File: src/design/arp_pkg.sv
package arp_pkg;

    // table geometry
    localparam int ENTRIES = 64;
    localparam int IDX_W   = $clog2(ENTRIES);
    localparam int CNT_W   = $clog2(ENTRIES + 1);

    // field widths
    localparam int ACT_W  = 2;
    localparam int IP_W   = 32;
    localparam int MAC_W  = 48;
    localparam int PORT_W = 8;
    localparam int HWT_W  = 16;

    // stream beat widths
    localparam int S_DATA_W = 136;
    localparam int M_DATA_W = 80;

    typedef enum logic [ACT_W-1:0] {
        ACT_LEARN_REQ = 2'd0,
        ACT_LEARN_REP = 2'd1,
        ACT_LOOKUP    = 2'd2
    } action_t;

    typedef enum logic [1:0] {
        ST_IDLE,
        ST_SCAN,
        ST_WRITE,
        ST_RESULT
    } state_t;

    typedef struct packed {
        logic [IP_W-1:0]   ip;
        logic [MAC_W-1:0]  mac;
        logic [PORT_W-1:0] port;
        logic [HWT_W-1:0]  hwt;
    } entry_t;

    // status of the scan unit toward the sequencer and datapath
    typedef struct packed {
        logic             done;
        logic             match;
        logic [IDX_W-1:0] match_idx;
        logic             free_ok;
        logic [IDX_W-1:0] free_idx;
    } scan_stat_t;

    // controls from the sequencer
    typedef struct packed {
        logic start;
        logic wr_en;
        logic load;
        logic in_ready;
        logic out_valid;
    } seq_ctrl_t;

    function automatic logic act_is_learn(logic [ACT_W-1:0] a);
        return (a == ACT_LEARN_REQ) || (a == ACT_LEARN_REP);
    endfunction

endpackage

File: src/design/arp_scan_unit.sv
module arp_scan_unit
    import arp_pkg::*;
(
    input  logic             aclk,
    input  logic             aresetn,
    input  logic             start,
    input  logic [IP_W-1:0]  key,
    output logic [IDX_W-1:0] rd_addr,
    input  entry_t           rd_entry,
    input  logic             rd_valid,
    output scan_stat_t       stat,
    output entry_t           match_entry
);

    logic [CNT_W-1:0] cnt_reg;
    logic             busy_reg;
    logic             live_reg;
    logic [IDX_W-1:0] cmp_idx_reg;
    logic             done_reg;
    logic             match_reg;
    logic [IDX_W-1:0] match_idx_reg;
    entry_t           match_entry_reg;
    logic             free_ok_reg;
    logic [IDX_W-1:0] free_idx_reg;

    logic issue;
    logic hit_now;
    logic last_cmp;

    assign issue    = busy_reg && (cnt_reg < CNT_W'(ENTRIES));
    assign rd_addr  = cnt_reg[IDX_W-1:0];
    // the one shared comparator
    assign hit_now  = live_reg && rd_valid && (rd_entry.ip == key);
    assign last_cmp = live_reg && (cmp_idx_reg == IDX_W'(ENTRIES - 1));

    always_ff @(posedge aclk) begin
        if (!aresetn) begin
            busy_reg    <= 1'b0;
            live_reg    <= 1'b0;
            done_reg    <= 1'b0;
            match_reg   <= 1'b0;
            free_ok_reg <= 1'b0;
            cnt_reg     <= '0;
        end else if (start) begin
            busy_reg    <= 1'b1;
            live_reg    <= 1'b0;
            done_reg    <= 1'b0;
            match_reg   <= 1'b0;
            free_ok_reg <= 1'b0;
            cnt_reg     <= '0;
        end else if (busy_reg) begin
            live_reg <= issue;
            if (issue) begin
                cnt_reg <= cnt_reg + CNT_W'(1);
            end
            if (hit_now) begin
                match_reg <= 1'b1;
                busy_reg  <= 1'b0;
                done_reg  <= 1'b1;
            end else begin
                if (live_reg && !rd_valid && !free_ok_reg) begin
                    free_ok_reg <= 1'b1;
                end
                if (last_cmp) begin
                    busy_reg <= 1'b0;
                    done_reg <= 1'b1;
                end
            end
        end else begin
            live_reg <= 1'b0;
        end
    end

    // payload side of the scan
    always_ff @(posedge aclk) begin
        if (issue) begin
            cmp_idx_reg <= cnt_reg[IDX_W-1:0];
        end
        if (busy_reg && hit_now) begin
            match_idx_reg   <= cmp_idx_reg;
            match_entry_reg <= rd_entry;
        end
        if (busy_reg && !hit_now && live_reg && !rd_valid && !free_ok_reg) begin
            free_idx_reg <= cmp_idx_reg;
        end
    end

    assign stat.done      = done_reg;
    assign stat.match     = match_reg;
    assign stat.match_idx = match_idx_reg;
    assign stat.free_ok   = free_ok_reg;
    assign stat.free_idx  = free_idx_reg;
    assign match_entry    = match_entry_reg;

endmodule

File: config.mk
export PLATFORM = sky130hd
export DESIGN_NAME = arp_scan_unit
export DESIGN_NICKNAME = d
export VERILOG_FILES = /design/src/design/arp_pkg.sv /design/src/design/arp_scan_unit.sv
export SDC_FILE = /design/constraint.sdc
export NUM_CORES = 1
export LEC_CHECK = 0
export BUFFER_PORTS_ARGS = -buffer_cell sky130_fd_sc_hd__clkbuf_2
export CAP_MARGIN = 20
export CORE_ASPECT_RATIO = 1.75
export CORE_UTILIZATION = 25
export DETAILED_ROUTE_END_ITERATION = 6
export MAX_ROUTING_LAYER = met4
export PLACE_DENSITY = 0.61
export RECOVER_POWER = 25
export SLEW_MARGIN = 30
export SYNTH_ARGS = -nofsm -noshare
export SYNTH_HDL_FRONTEND = slang
export SYNTH_SLANG_ARGS = --single-unit
File: constraint.sdc
create_clock -name aclk -period 5.4 [get_ports aclk]
set_input_delay 0.54 -clock aclk [delete_from_list [all_inputs] [get_ports aclk]]
set_output_delay 0.54 -clock aclk [all_outputs]
set_load 0.05 [all_outputs]
==> out/metrics.cfg, run 1 <==
[floorplanning]
die-area_um2 = 19060
die_w_um = 104.8
pin_count = 265
core-area_um2 = 18050
rows = 65
die_y_um = 181.9
start_util_pct = 25.61

[grt]
grt_use_total_pct = 13.11
grt_pass1_wl_um = 17450
overflow = 0
grt_pass1_vias = 3227
grt_max_degree = 54
antenna_found_initial = 0

[logic_synthesis]
async_reset_ff_share_pct = 0
yosysTopAreaCellShare_pct = 79.24
syn_area_per_cell_um2 = 19.34
synth_top_area_cell = edfxtp_1
yosysMostFrequentCell = edfxtp_1
synth.area.top_cells = edfxtp_1 (79%), xor2_1 (6.3%), dfxtp_1 (5.2%)
syn_inst = 239
ys_ff_latch = 134
synth_edf_count = 122
ys_seq_area_share_pct = 84.44
syn-num-nets = 380
synthTopCellsByCount = edfxtp_1 (122), xor2_1 (33), dfxtp_1 (12), nor4_1 (11), nor2_1 (10)
yosysUniqueCellTypes = 29
synth_ff_type = edfxtp_1
ys_warn_count = 0
syn-cell-area_um2 = 4623

[finish]
fillCellCount = 1750
fin_cells = 761
largest_reg_flops = 104
area_growth_pct = 46.09
area.sequential_um2 = 3904
multi_input_area_um2 = 638.1
n_antenna_cell = 0
drive_above_1_share_pct = 51.80
fin_nets = 655

[clocking]
htree_levels = 4
cts.clk_slew.worst_paths_ps = 60
post_cts_buffers = 0
ctsHoldBuffers = 0
cts_root_buf = clkbuf_16
clkSinkCount = 134
cts_resized = 0
worstSkewPairLatency_ps = 410
cts_tree = yes
clockBufferDepth = 2
cts_made_buffers = 17

[sta]
max_slew_margin_pct = 38.54
finalCriticalPeriod_ps = 2827
fin_crit_sh_pct = 52.34
tns_ps = 0
worst_pin_slew_ps = 920.0
report.final.setup_viol = 0
hold_viol_final = 0
drv_slew = 0
fmax_mhz = 353.8
finalClockSkew_ps = 11.32
rsz0062_at_grt = no

[critical_path]
crit_fanout = 53
endpoint_kind = register
path_class = input pin to register
arrival_ps = 2860
reg2reg_depth = 6
regToRegEndpoint = match_entry[87]
crit_path_start_kind = input pin
timing.rr.start = live_reg
startpoint = key[20]
critPathCapture = match_entry[87]
reg2reg_slack_ps = 2900
crit_required_ps = 5440

[power_and_ir_drop]
ir_drop_mv = 0.1578
power.leakage_nw = 2.756
cellPowerDensity_nw_per_um2 = 355.8

[route]
drc = 0
wl_per_cell_um = 15.69
drtAntennaViolNets = 0
via_per_inst = 4.066
wl_um = 11940
drt_iter0_markers = 105
vias = 3094
drtPass1Iterations = 4

[placement]
place_congestion = 0.8682
dpl.hpwl_um = 9413
io_buffer_count = 264
dp.cells = 729

[run]
drv_cap = 0

[run_status]
status = completed

[hold_path]
hp-class = input pin to register

critical path: stages:
cell      delay, ps
clkbuf_2         90
xor2_1          160
nor4_1          350
nand4_1         290
nor4_1          310
and2_4          460
buf_4           600
cells by family (layout without fill, tap and decap cells):
logic type,count (synthesis),count (layout),synth area share [%]
DFF,134,134,84.44
and+or+nand+nor,47,47,5.657
xor gates and xnor gates,36,36,6.820
buffers and inverters,13,301,1.813
AOI/OAI and AO/OA,7,7,0.7850
adders and majority gates,1,1,0.2706
muxes,1,1,0.2165
layout make-up:
type / instances / share of cell area, %
flip-flops and latches: 134 / 57.80
inverters: 2 / 0.1112
repair buffers: 267 / 19.40
multi-input cells: 92 / 9.448
clock buffers: 17 / 6.299
well taps: 234 / 4.335
clock inverters: 15 / 2.612
worst min path at each step:
stage	start	to	slack, ps	depth (start not counted)
after floorplan	cnt_reg[6]	live_reg	420	1
after global placement	cnt_reg[6]	live_reg	440	1
after detailed placement	cnt_reg[6]	live_reg	440	1
after CTS	rd_entry[14]	match_entry[14]	270	1
after global routing	rd_entry[14]	match_entry[14]	280	1
final	rd_entry[5]	match_entry[5]	300	1
metrics by stage:
stage	total power [mW]	area (um2)	util [%]	setup slack [ps]	hold slack, ps
global placement	1.262	6186	34.26	2213	439.7
global route	2.488	6754	37.41	2400	278.5
CTS	2.443	6788	37.60	2546	273.2
floorplan	1.194	4623	-	1010	420.4
detailed placement	1.265	6186	34.26	2103	440.6
finish	2.403	6754	37.41	2573	301.6
routing by layer:
metal | global-route usage [%] | wire length (um)
met1 | 12.23 | 4145
met2 | 23.55 | 6712
met4 | 7.606 | 370
met3 | 3.841 | 714
met5 | - | 0
power by group:
part	internal (mW)	leakage (nW)	total (mW)	switching, mW
Clock	0.727	0.291	1.16	0.437
Sequential	1.14	1.20	1.14	0.00520
Combinational	0.0492	1.26	0.0978	0.0486
placed cells by master (no fill, tap or decap), drive strengths merged:
cell type and count:
nor2b 3, dfxtp 12, a31oi 1, inv 5, and2 1, clkinv 7
clkinvlp 2, nor2 10, clkbuf 281, nor4 11, nand4 6, and4 1
buf 3, nand2b 1, o21ai 4, bufinv 3, nand3 1, or2 1
nor3 1, nand3b 1, mux2i 1, xor2 33, nand2 6, nor3b 1
a21oi 2, nor4bb 1, edfxtp 122, or3 1, ha 1, xnor2 3
or4 1
(Power assumes the default switching activity.)
==> run 2, diff against run 1 <==
- PLACE_DENSITY: 0.61 -> 0.62
- clock period: 5.4 -> 2.6 ns (I/O delays scaled with it)
==> out/metrics.cfg, run 2 (synthesized netlist as in run 1, its figures left out) <==
[clocking]
clkSinkCount = 134  ; unchanged
cts_tree = yes
cts_resized = 0  ; unchanged
cts_root_buf = clkbuf_16
worstSkewPairLatency_ps = 400  ; about the same
htree_levels = 4  ; unchanged
cts.clk_slew.worst_paths_ps = 60  ; about the same
cts_made_buffers = 17  ; unchanged
clockBufferDepth = 2  ; unchanged

[sta]
report.final.setup_viol = 0  ; unchanged
finalClockSkew_ps = 5.214  ; -6.107 ps
tns_ps = 0  ; unchanged
drv_slew = 0  ; unchanged
fin_crit_sh_pct = 75.55
finalWorstSetupSlack_ps = 635.7  ; -1938 ps
finalCriticalPeriod_ps = 1964
fmax_mhz = 509.1
worst_pin_slew_ps = 401.2  ; -518.9 ps
max_slew_margin_pct = 73.25  ; +35 points
timing.hold.ws_ps = 26.24  ; -275.3 ps
rsz0062_at_grt = no
hold_viol_final = 0  ; unchanged

[finish]
final_common_cell = clkbuf_2
drive_above_1_share_pct = 51.51  ; -0.29 points
fin_area_um2 = 6745  ; -0.13%
final_util_pct = 37.36  ; -0.049 points
fillCellCount = 1736  ; -0.80%
n_antenna_cell = 0  ; unchanged
fin_cells = 764  ; +0.39%
area_growth_pct = 45.90
largest_reg_flops = 104  ; unchanged
fin_nets = 658  ; +0.46%
layout_common_cells = clkbuf_2 (239), edfxtp_1 (122), xor2_1 (33), clkbuf_1 (27), clkbuf_16 (17)

[floorplanning]
pin_count = 265  ; unchanged
die-area_um2 = 19060  ; unchanged
rows = 65  ; unchanged
die_y_um = 181.9  ; unchanged
core-area_um2 = 18050  ; unchanged
die_w_um = 104.8  ; unchanged
start_util_pct = 25.61  ; unchanged

[grt]
overflow = 0  ; unchanged
antenna_found_initial = 0  ; unchanged
grt_pass1_vias = 3200  ; -0.84%
grt_pass1_wl_um = 17530  ; +0.44%
grt_max_degree = 42  ; -22%
grt_use_total_pct = 12.91  ; -0.20 points

[route]
drt_iter0_markers = 100  ; -4.8%
vias = 3094  ; unchanged
wl_um = 11920  ; -0.15%
drtPass1Iterations = 6  ; +2
wl_per_cell_um = 15.61  ; -0.54%
via_per_inst = 4.050  ; -0.39%
drtAntennaViolNets = 0  ; unchanged
drc = 0  ; unchanged

[critical_path]
path_cells = clkbuf_2 -> xor2_1 -> nor4_1 -> nand4_1 -> nor4_1 -> and2_4 -> buf_4
cp_top_family = simple AND/OR/NAND/NOR gates
crit_buf_inv = 2  ; unchanged
slowest_delay_ps = 370  ; -230 ps
crit_fanout = 30  ; -43%
crit_required_ps = 2660  ; -2780 ps
path_class = input pin to register
crit_path_start_kind = input pin
endpoint_kind = register
arrival_ps = 2020  ; -840 ps
crit_top_cell = nor4_1
worst_path_max_delay_cell = buf_4

[placement]
pre_cts_ws_ps = 142.3  ; -1961 ps
place_area_um2 = 6226  ; +0.65%
place_congestion = 0.9195  ; +5.9%
io_buffer_count = 264  ; unchanged
dp.cells = 731  ; +0.27%
dpl.hpwl_um = 9486  ; +0.77%

[run]
drv_cap = 0  ; unchanged

[power_and_ir_drop]
cellPowerDensity_nw_per_um2 = 707.1  ; +99%
ir_drop_mv = 0.3616  ; +130%
finalPower_mw = 4.769  ; +98%
power.leakage_nw = 2.743  ; -0.48%

[run_status]
status = completed

[hold_path]
hp-class = input pin to register

## run 2: changes by cell type in the layout (fill, tap and decap cells not counted), sizes merged
cell	previous run	this run
buf	3	5
bufinv	3	1
clkbuf	281	283
clkinvlp	2	4
clkinv	7	6
dlygate4sd3	0	1
inv	5	4
## run 2: worst reg2reg max path, cell delays in order (launching register included)
cell	delay, ps
dfxtp_1	340
nand2_1	90
nor2_1	110
nand4_1	110
nor4_1	330
and2_4	240
buf_4	370
## run 2: area by class of cell
type                       instances  area (um2)  share of cell area [%]
sequential                       134        3904                   57.87
timing repair buffer             270        1363                   20.20
multi-input combinational         92       638.1                   9.460
clock buffer                      19       432.9                   6.418
tap                              234       292.8                   4.341
clock inverter                    13       107.6                   1.595
inverter                           2       7.507                  0.1113
## run 2: what timing repair did
action / CTS / global route
buffers inserted: 0 / 0
hold buffers: 0 / 1
endpoints found under the hold margin: 0 / 1
## run 2: path summary, 6_finish.rpt
| path | start | endpoint | slack, ps | depth (start not counted) |
|---|---|---|---|---|
| max | key[20] | match_entry[47] | 640 | 7 |
| min | rd_entry[45] | match_entry[45] | 30 | 1 |
| max reg2reg | live_reg | match_entry[47] | 650 | 6 |
| min reg2reg | cnt_reg[6] | live_reg | 460 | 1 |
## run 2: routing by layer
layer	global-route usage, %	vias to the layer above	part of all wire (%)
li1	-	1457	-
met1	12.66	1473	36
met2	22.83	139	56
met3	3.410	25	4.8
met4	7.324	0	3.2
met5	-	-	0
## run 2: report_power, final
part	switching, mW	internal [mW]
clock	0.885	1.31
sequential	0.0125	2.36
combinational	0.100	0.105
