--- src/design/arp_pkg.sv ---
package arp_pkg;

    // table geometry
    localparam int ENTRIES = 64;
    localparam int IDX_W   = $clog2(ENTRIES);
    localparam int CNT_W   = $clog2(ENTRIES + 1);

    // field widths
    localparam int ACT_W  = 2;
    localparam int IP_W   = 32;
    localparam int MAC_W  = 48;
    localparam int PORT_W = 8;
    localparam int HWT_W  = 16;

    // stream beat widths
    localparam int S_DATA_W = 136;
    localparam int M_DATA_W = 80;

    typedef enum logic [ACT_W-1:0] {
        ACT_LEARN_REQ = 2'd0,
        ACT_LEARN_REP = 2'd1,
        ACT_LOOKUP    = 2'd2
    } action_t;

    typedef enum logic [1:0] {
        ST_IDLE,
        ST_SCAN,
        ST_WRITE,
        ST_RESULT
    } state_t;

    typedef struct packed {
        logic [IP_W-1:0]   ip;
        logic [MAC_W-1:0]  mac;
        logic [PORT_W-1:0] port;
        logic [HWT_W-1:0]  hwt;
    } entry_t;

    // status of the scan unit toward the sequencer and datapath
    typedef struct packed {
        logic             done;
        logic             match;
        logic [IDX_W-1:0] match_idx;
        logic             free_ok;
        logic [IDX_W-1:0] free_idx;
    } scan_stat_t;

    // controls from the sequencer
    typedef struct packed {
        logic start;
        logic wr_en;
        logic load;
        logic in_ready;
        logic out_valid;
    } seq_ctrl_t;

    function automatic logic act_is_learn(logic [ACT_W-1:0] a);
        return (a == ACT_LEARN_REQ) || (a == ACT_LEARN_REP);
    endfunction

endpackage

--- src/design/arp_seq.sv ---
module arp_seq
    import arp_pkg::*;
(
    input  logic             aclk,
    input  logic             aresetn,
    input  logic             s_tvalid,
    input  logic             m_tready,
    input  logic [ACT_W-1:0] act,
    input  scan_stat_t       stat,
    output seq_ctrl_t        ctrl
);

    state_t state_reg;
    state_t state_next;
    logic   act_known;
    logic   need_write;

    assign act_known  = act_is_learn(act) || (act == ACT_LOOKUP);
    assign need_write = act_is_learn(act) && (stat.match || stat.free_ok);

    always_ff @(posedge aclk) begin
        if (!aresetn) begin
            state_reg <= ST_IDLE;
        end else begin
            state_reg <= state_next;
        end
    end

    always_comb begin
        state_next = state_reg;
        case (state_reg)
            ST_IDLE: begin
                if (s_tvalid) begin
                    state_next = ST_SCAN;
                end
            end
            ST_SCAN: begin
                if (!act_known) begin
                    state_next = ST_RESULT;
                end else if (stat.done) begin
                    state_next = need_write ? ST_WRITE : ST_RESULT;
                end
            end
            ST_WRITE: begin
                state_next = ST_RESULT;
            end
            ST_RESULT: begin
                if (m_tready) begin
                    state_next = ST_IDLE;
                end
            end
            default: begin
                state_next = ST_IDLE;
            end
        endcase
    end

    always_comb begin
        ctrl = '0;
        case (state_reg)
            ST_IDLE: begin
                ctrl.in_ready = 1'b1;
                ctrl.start    = s_tvalid;
            end
            ST_SCAN: begin
                ctrl.load = !act_known || (stat.done && !need_write);
            end
            ST_WRITE: begin
                ctrl.wr_en = 1'b1;
                ctrl.load  = 1'b1;
            end
            ST_RESULT: begin
                ctrl.out_valid = 1'b1;
            end
            default: begin
                ctrl = '0;
            end
        endcase
    end

endmodule

--- config.mk ---
export PLATFORM = sky130hd
export DESIGN_NAME = arp_seq
export DESIGN_NICKNAME = d
export VERILOG_FILES = /design/src/design/arp_pkg.sv /design/src/design/arp_seq.sv
export SDC_FILE = /design/constraint.sdc
export NUM_CORES = 1
export LEC_CHECK = 0
export ABC_CLOCK_PERIOD_IN_PS = 1800
export BUFFER_PORTS_ARGS = -buffer_cell sky130_fd_sc_hd__buf_4
export CORE_AREA = 2 2 39 41
export CTS_BUF_LIST = sky130_fd_sc_hd__clkbuf_4 sky130_fd_sc_hd__clkbuf_8
export DETAILED_ROUTE_END_ITERATION = 12
export DIE_AREA = 0 0 41 43
export RECOVER_POWER = 25
export REMOVE_ABC_BUFFERS = 1
export SLEW_MARGIN = 30
export SYNTH_ARGS = -nofsm -noshare
export SYNTH_HDL_FRONTEND = slang
export SYNTH_SLANG_ARGS = --single-unit
--- constraint.sdc ---
create_clock -name aclk -period 1.8 [get_ports aclk]
set_input_delay 0.54 -clock aclk [delete_from_list [all_inputs] [get_ports aclk]]
set_output_delay 0.54 -clock aclk [all_outputs]
set_load 0.05 [all_outputs]
==> run summary, run 1 <==
Syn Std Cell Area = 188 um^2
Post-Route WL = 609 um
GR Util met3 = 1.57%
Min-delay worst type = primary input to flop
Clock Sinks = 2
Crit Path Category = flop to output port
WP data arrival = 1.23 ns
Nets = 77
Final Hold Fails = 0
Met2 usage = 11.9%
CP max stage cell = dfxtp_2
Synth Area in Simple Gates = 12.7%
Largest family of logic cells by synthesized area = adder cells
TritonRoute pass-1 iters = 4
CP Capture Type = output port
Synth Area in XOR/XNOR = 0%
Final Critical Period = 1.77 ns
Leak pwr = 0.226 nW
Sequential fraction of the synthesis area = 21.3%
Area contributors post-synth = ha_1 (27%), dfxtp_1 (21%), inv_1 (8.0%), a21oi_1 (5.3%), a222oi_1 (5.3%)
Initial Utilization = 13.6%
Vias per Instance = 4.03
I/O pins = 26
DIE HEIGHT = 43 um
N_diodes = 0
Final count of negative-setup-slack endpoints = 0
First-pass GRT wire length = 862 um
Maximum VDD drop = 0.533 mV
Tot Pwr = 786 uW
Final cycle utilization of the critical path = 98.2%
RePlAce Congestion = 0.680
Crit path launch type = flop
Clk buf depth = 2
Row count = 14
Antenna Nets Post-Route = 0
H-tree depth = 1
GRT Total Usage = 7.61%
Vias = 266
Post-Syn Instances = 23
Max Clock Freq = 566 MHz
Cts hold-fix bufs = 0
Worst Tran Pin Value = 0.268 ns
GRT overflow = 0
Grt peak-use layer = met2
CTS Buf Count = 3
YS warnings = 0
Unrepaired setup endpoints after global routing = yes
Clk_lat worst skew = 0.22 ns
Layout overhead on the synthesized area = 146%
Vias in the first global route = 255
Routed len/inst = 9.23 um
#FFs+latches synth = 2
Mux contribution to synthesized area = 5.33%
Die Wd = 41 um
Initial antenna violation count = 0
Inst Count DP = 56
CTS tree = built
Core Box Area = 1380 um^2
Unique masters post-synth = 14
Status = completed
Synth Area in Compound Gates = 26.0%
Post-synth top area share = 26.7%
Slew headroom = 82.1%
Pwr Density = 1700 nW/um^2
Worst EP required = 1.26 ns
Residual DRC = 0
Max-Cap Viols = 0
Core Util, Final = 33.4%
Clock transition at path regs = 0.03 ns
Root Driver = clkbuf_4
Crit Path Max Fanout = 2
Setup Skew = 0.000711 ns
Starting DRT DRC Count = 3
Synth Area per Inst = 8.16 um^2
Hpwl dp = 404 um
Die ar. = 1760 um^2
Met1 Use GR = 7.32%
Post-Synth Adder-Cell Area = 26.7%
Buffers on Ports = 13
Post-synth top area cell = ha_1
Pin count of the biggest net entering global routing = 5
Worst-path cell chain = inv_4, ha_4, o21ai_2, nor2_1, o21a_1, buf_6
Slowest Stage Delay on Critical Path = 0.34 ns
Post-route insts no fill = 66
Layout cells sized above 1 = 72.0%
Slew Viols, Final = 0
Max FFs per register = 2
critical path: cells and delay by family (launching register included):
| kind | cells | cell delay [ns] |
|---|---|---|
| AO/OA/AOI/OAI | 2 | 0.25 |
| adder cells (fa/ha/maj) | 1 | 0.15 |
| buffers and inverters | 2 | 0.20 |
| flip-flops | 1 | 0.34 |
| AND/OR/NAND/NOR | 1 | 0.07 |
through the flow:
step / worst slack [ns] / setup TNS, ns / cell area [um^2] / hold WS, ns
6_report: 0.0332 / 0 / 462 / 0.555
5_1_grt: -0.0179 / -0.0179 / 462 / 0.570
4_1_cts: 0.00703 / 0 / 412 / 0.547
3_5_place_dp: -0.0360 / -0.0360 / 335 / 0.637
3_3_place_gp: -0.0426 / -0.0426 / 335 / 0.628
2_1_floorplan: -0.161 / -0.281 / 188 / 0.539
area by class of cell:
cell class | instances | area, um^2
multi-input cells | 17 | 176
repair buffers | 24 | 180
flip-flops and latches | 2 | 45.0
fillers | 144 | 922
clock buffers | 3 | 22.5
well taps | 16 | 20.0
inverters | 4 | 17.5
layer usage:
| metal | up-vias | wire length (um) |
|---|---|---|
| met5 | - | 0 |
| met4 | 0 | 0 |
| met3 | 0 | 32 |
| met2 | 8 | 344 |
| met1 | 124 | 231 |
| li1 | 134 | - |
cells in the final DEF, fill, tap and decap left out, drive strengths merged:
| cell type | n |
|---|---|
| o21a | 1 |
| a31o | 1 |
| buf | 23 |
| ha | 4 |
| a222oi | 1 |
| nor2b | 1 |
| clkbuf | 4 |
| a21o | 1 |
| dfxtp | 2 |
| o21ai | 1 |
| inv | 4 |
| mux2i | 1 |
| nor2 | 2 |
| nand2 | 1 |
| and2 | 1 |
| a21oi | 2 |
synthesized netlist by cell type, drive strengths merged:
master / instances
dfxtp: 2
a222oi: 1
nor2: 2
a31o: 1
a21oi: 2
inv: 4
ha: 4
mux2i: 1
and2: 1
nor2b: 1
a21o: 1
nand2: 1
o21ai: 1
o21a: 1
worst paths after layout:
check	slack (ns)	end	cells past startpoint	from
worst min register to register	0.65	state_reg[0]	3	state_reg[0]
worst min-delay path	0.56	state_reg[1]	2	aresetn
worst max register to register	0.12	state_reg[0]	12	state_reg[1]
worst max-delay path	0.03	ctrl[2]	6	state_reg[1]
power breakdown:
group	leakage [nW]	switching, mW	internal (mW)
logic	0.195	0.318	0.275
registers	0.0175	0.0249	0.0730
clock network	0.0138	0.0220	0.0732
kinds of logic after synthesis:
kind of cell,after synthesis
flops,2
compound gates,7
buf+inv,4
fa+ha+maj,4
simple gates,5
mux,1
timing repair:
item                       in CTS  in global routing
resized for setup               5                 10
hold endpoints to repair        0                  0
buffers inserted                6                  1
pin swaps                       1                  3
setup endpoints to repair       2                  3
Note: power is estimated with default switching activity, not from simulation.
==> run 2, diff against run 1 <==
--- a/config.mk
+++ b/config.mk
@@ -7,10 +7,12 @@
 export LEC_CHECK = 0
 export ABC_CLOCK_PERIOD_IN_PS = 1800
 export BUFFER_PORTS_ARGS = -buffer_cell sky130_fd_sc_hd__buf_4
-export CORE_AREA = 2 2 39 41
+export CORE_AREA = 10 10 47 49
 export CTS_BUF_LIST = sky130_fd_sc_hd__clkbuf_4 sky130_fd_sc_hd__clkbuf_8
 export DETAILED_ROUTE_END_ITERATION = 12
-export DIE_AREA = 0 0 41 43
+export DIE_AREA = 0 0 57 59
+export GPL_TIMING_DRIVEN = 0
+export MAX_ROUTING_LAYER = met4
 export RECOVER_POWER = 25
 export REMOVE_ABC_BUFFERS = 1
 export SLEW_MARGIN = 30
==> run summary, run 2 (synthesis gave the netlist of run 1 again) <==
Vias per Instance = 4.17
Worst Hold Depth = 2
Hold wc startpoint = aresetn
Final cycle utilization of the critical path = 98.9%
Min-delay worst type = primary input to flop
Final count of negative-setup-slack endpoints = 0
Root Driver = clkbuf_4
Nets = 69
Pwr Density = 1760 nW/um^2
Routed len/inst = 12.4 um
CP startpoint = stat[6]
CTS tree = built
Final Critical Period = 1.78 ns
Max FFs per register = 2
Tot Pwr = 733 uW
Reg-to-reg startpoint = state_reg[1]
Buffers on Ports = 13
R2R cell count = 6
Crit Path Category = primary input to output port
Commonest non-fill, non-tap cell in the layout = buf_4
WP data arrival = 1.24 ns
Clk_lat worst skew = 0.22 ns
Leak pwr = 0.195 nW
Core Util, Final = 29.7%
CTS Buf Count = 3
Layout overhead on the synthesized area = 122%
Starting DRT DRC Count = 6
Setup Skew = 0.000436 ns
NetSw = 362 uW
GRT overflow = 0
RR Endpoint = state_reg[0]
Worst EP required = 1.26 ns
Slowest Stage Delay on Critical Path = 0.16 ns
Worst-path cell chain = buf_4, nor2_4, o21ai_4, nor2_2, o21a_1, buf_6
Maximum VDD drop = 0.546 mV
Clock share of power = 13.2%
Vias in the first global route = 248
Initial Utilization = 13.4%
CP max stage cell = buf_6
Most frequent cells in the layout = buf_4 (14), clkbuf_4 (3), inv_1 (2), ha_4 (2), ha_1 (2)
Power share of the combinational group = 73.0%
Max Clock Freq = 562 MHz
Die ar. = 3360 um^2
Core Box Area = 1400 um^2
Slack of the worst reg-to-reg path = 0.23 ns
I/O pins = 26
Clock transition at path regs = 0.03 ns
TritonRoute pass-1 iters = 4
Inst Count DP = 52
DIE HEIGHT = 59 um
Slew Viols, Final = 0
Final Hold Fails = 0
Sequential power share = 13.7%
CP Buf/Inv Count = 2
Initial antenna violation count = 0
CP Capture Type = output port
Crit path launch type = primary input
Post-route insts no fill = 58
First-pass GRT wire length = 1030 um
Worst Tran Pin Value = 0.292 ns
Post-Route WL = 722 um
Unrepaired setup endpoints after global routing = yes
Vias = 242
Clock Sinks = 2
Residual DRC = 0
Row count = 14
Layout cells sized above 1 = 71.4%
Family with the most delay on the worst path = buffers and inverters
Die Wd = 57 um
Status = completed
Pin count of the biggest net entering global routing = 5
H-tree depth = 1
WHS Endpoint = state_reg[1]
Clk buf depth = 2
GRT Total Usage = 4.09%
Max-Cap Viols = 0
N_diodes = 0
Crit Path Max Fanout = 2
Antenna Nets Post-Route = 0
Sw Ratio = 49.4%
RePlAce Congestion = 0.659
Fillcell total = 156
Slew headroom = 80.5%
P_int = 370 uW
==> run 2: cell types whose count changed in the layout (fill, tap and decap cells not counted), sizes merged <==
cell,before,now
buf,23,15
==> run 2: per-stage QoR <==
stage	setup TNS (ns)	area (um^2)	hold WS (ns)	setup WS [ns]
2_1_floorplan	-0.281	188	0.539	-0.161
3_3_place_gp	-0.0691	305	0.583	-0.0691
3_5_place_dp	-0.0545	305	0.587	-0.0545
4_1_cts	0	348	0.553	0.00813
5_1_grt	-0.0157	417	0.567	-0.0157
6_report	0	417	0.556	0.0195
==> run 2: worst register-to-register path: cells and delay by family (launching register included) <==
family	cells	cell delay, ns
AO/OA/AOI/OAI	3	0.62
buffers and inverters	2	0.33
flip-flops	1	0.32
adder cells (fa/ha/maj)	1	0.18
==> run 2: how the worst max path moves through the flow <==
stage | to | slack, ns | cells after the start
final | ctrl[2] | 0.02 | 6
after CTS | ctrl[2] | 0.008 | 6
after floorplan | ctrl[4] | -0.16 | 3
after global placement | ctrl[2] | -0.07 | 5
after detailed placement | ctrl[2] | -0.05 | 5
after global routing | ctrl[2] | -0.02 | 6
==> run 2: repair_timing <==
action,CTS,global route
pin swaps,0,4
gates resized for setup,6,12
hold buffers,0,0
gates cloned,0,0
hold endpoints to repair,0,0
setup buffers,1,2
endpoints found under the setup margin,2,4
==> run 2: metal layers <==
metal  vias up  routed length (um)  track usage [%]
met5         -                   0                -
met2        11                 364             6.05
li1        116                   -                -
met4         0                   0             3.02
met1       115                 284             3.91
met3         0                  72             2.36
==> run 2: area by class of cell <==
type / instances / area (um^2) / share of cell area (%)
timing repair buffer: 16 / 121 / 29.1
clock buffer: 3 / 22.5 / 5.41
sequential: 2 / 45.0 / 10.8
inverter: 4 / 17.5 / 4.20
tap: 16 / 20.0 / 4.80
multi-input combinational: 17 / 190 / 45.6
==> run 2: power groups by stage <==
| stage | clock network, mW | registers, mW | logic [mW] |
|---|---|---|---|
| floorplan | 0 | 0.0833 | 0.312 |
| global placement | 0 | 0.0887 | 0.407 |
| detailed placement | 0 | 0.0895 | 0.412 |
| CTS | 0.104 | 0.0860 | 0.449 |
| global route | 0.106 | 0.103 | 0.585 |
| finish | 0.0969 | 0.100 | 0.535 |
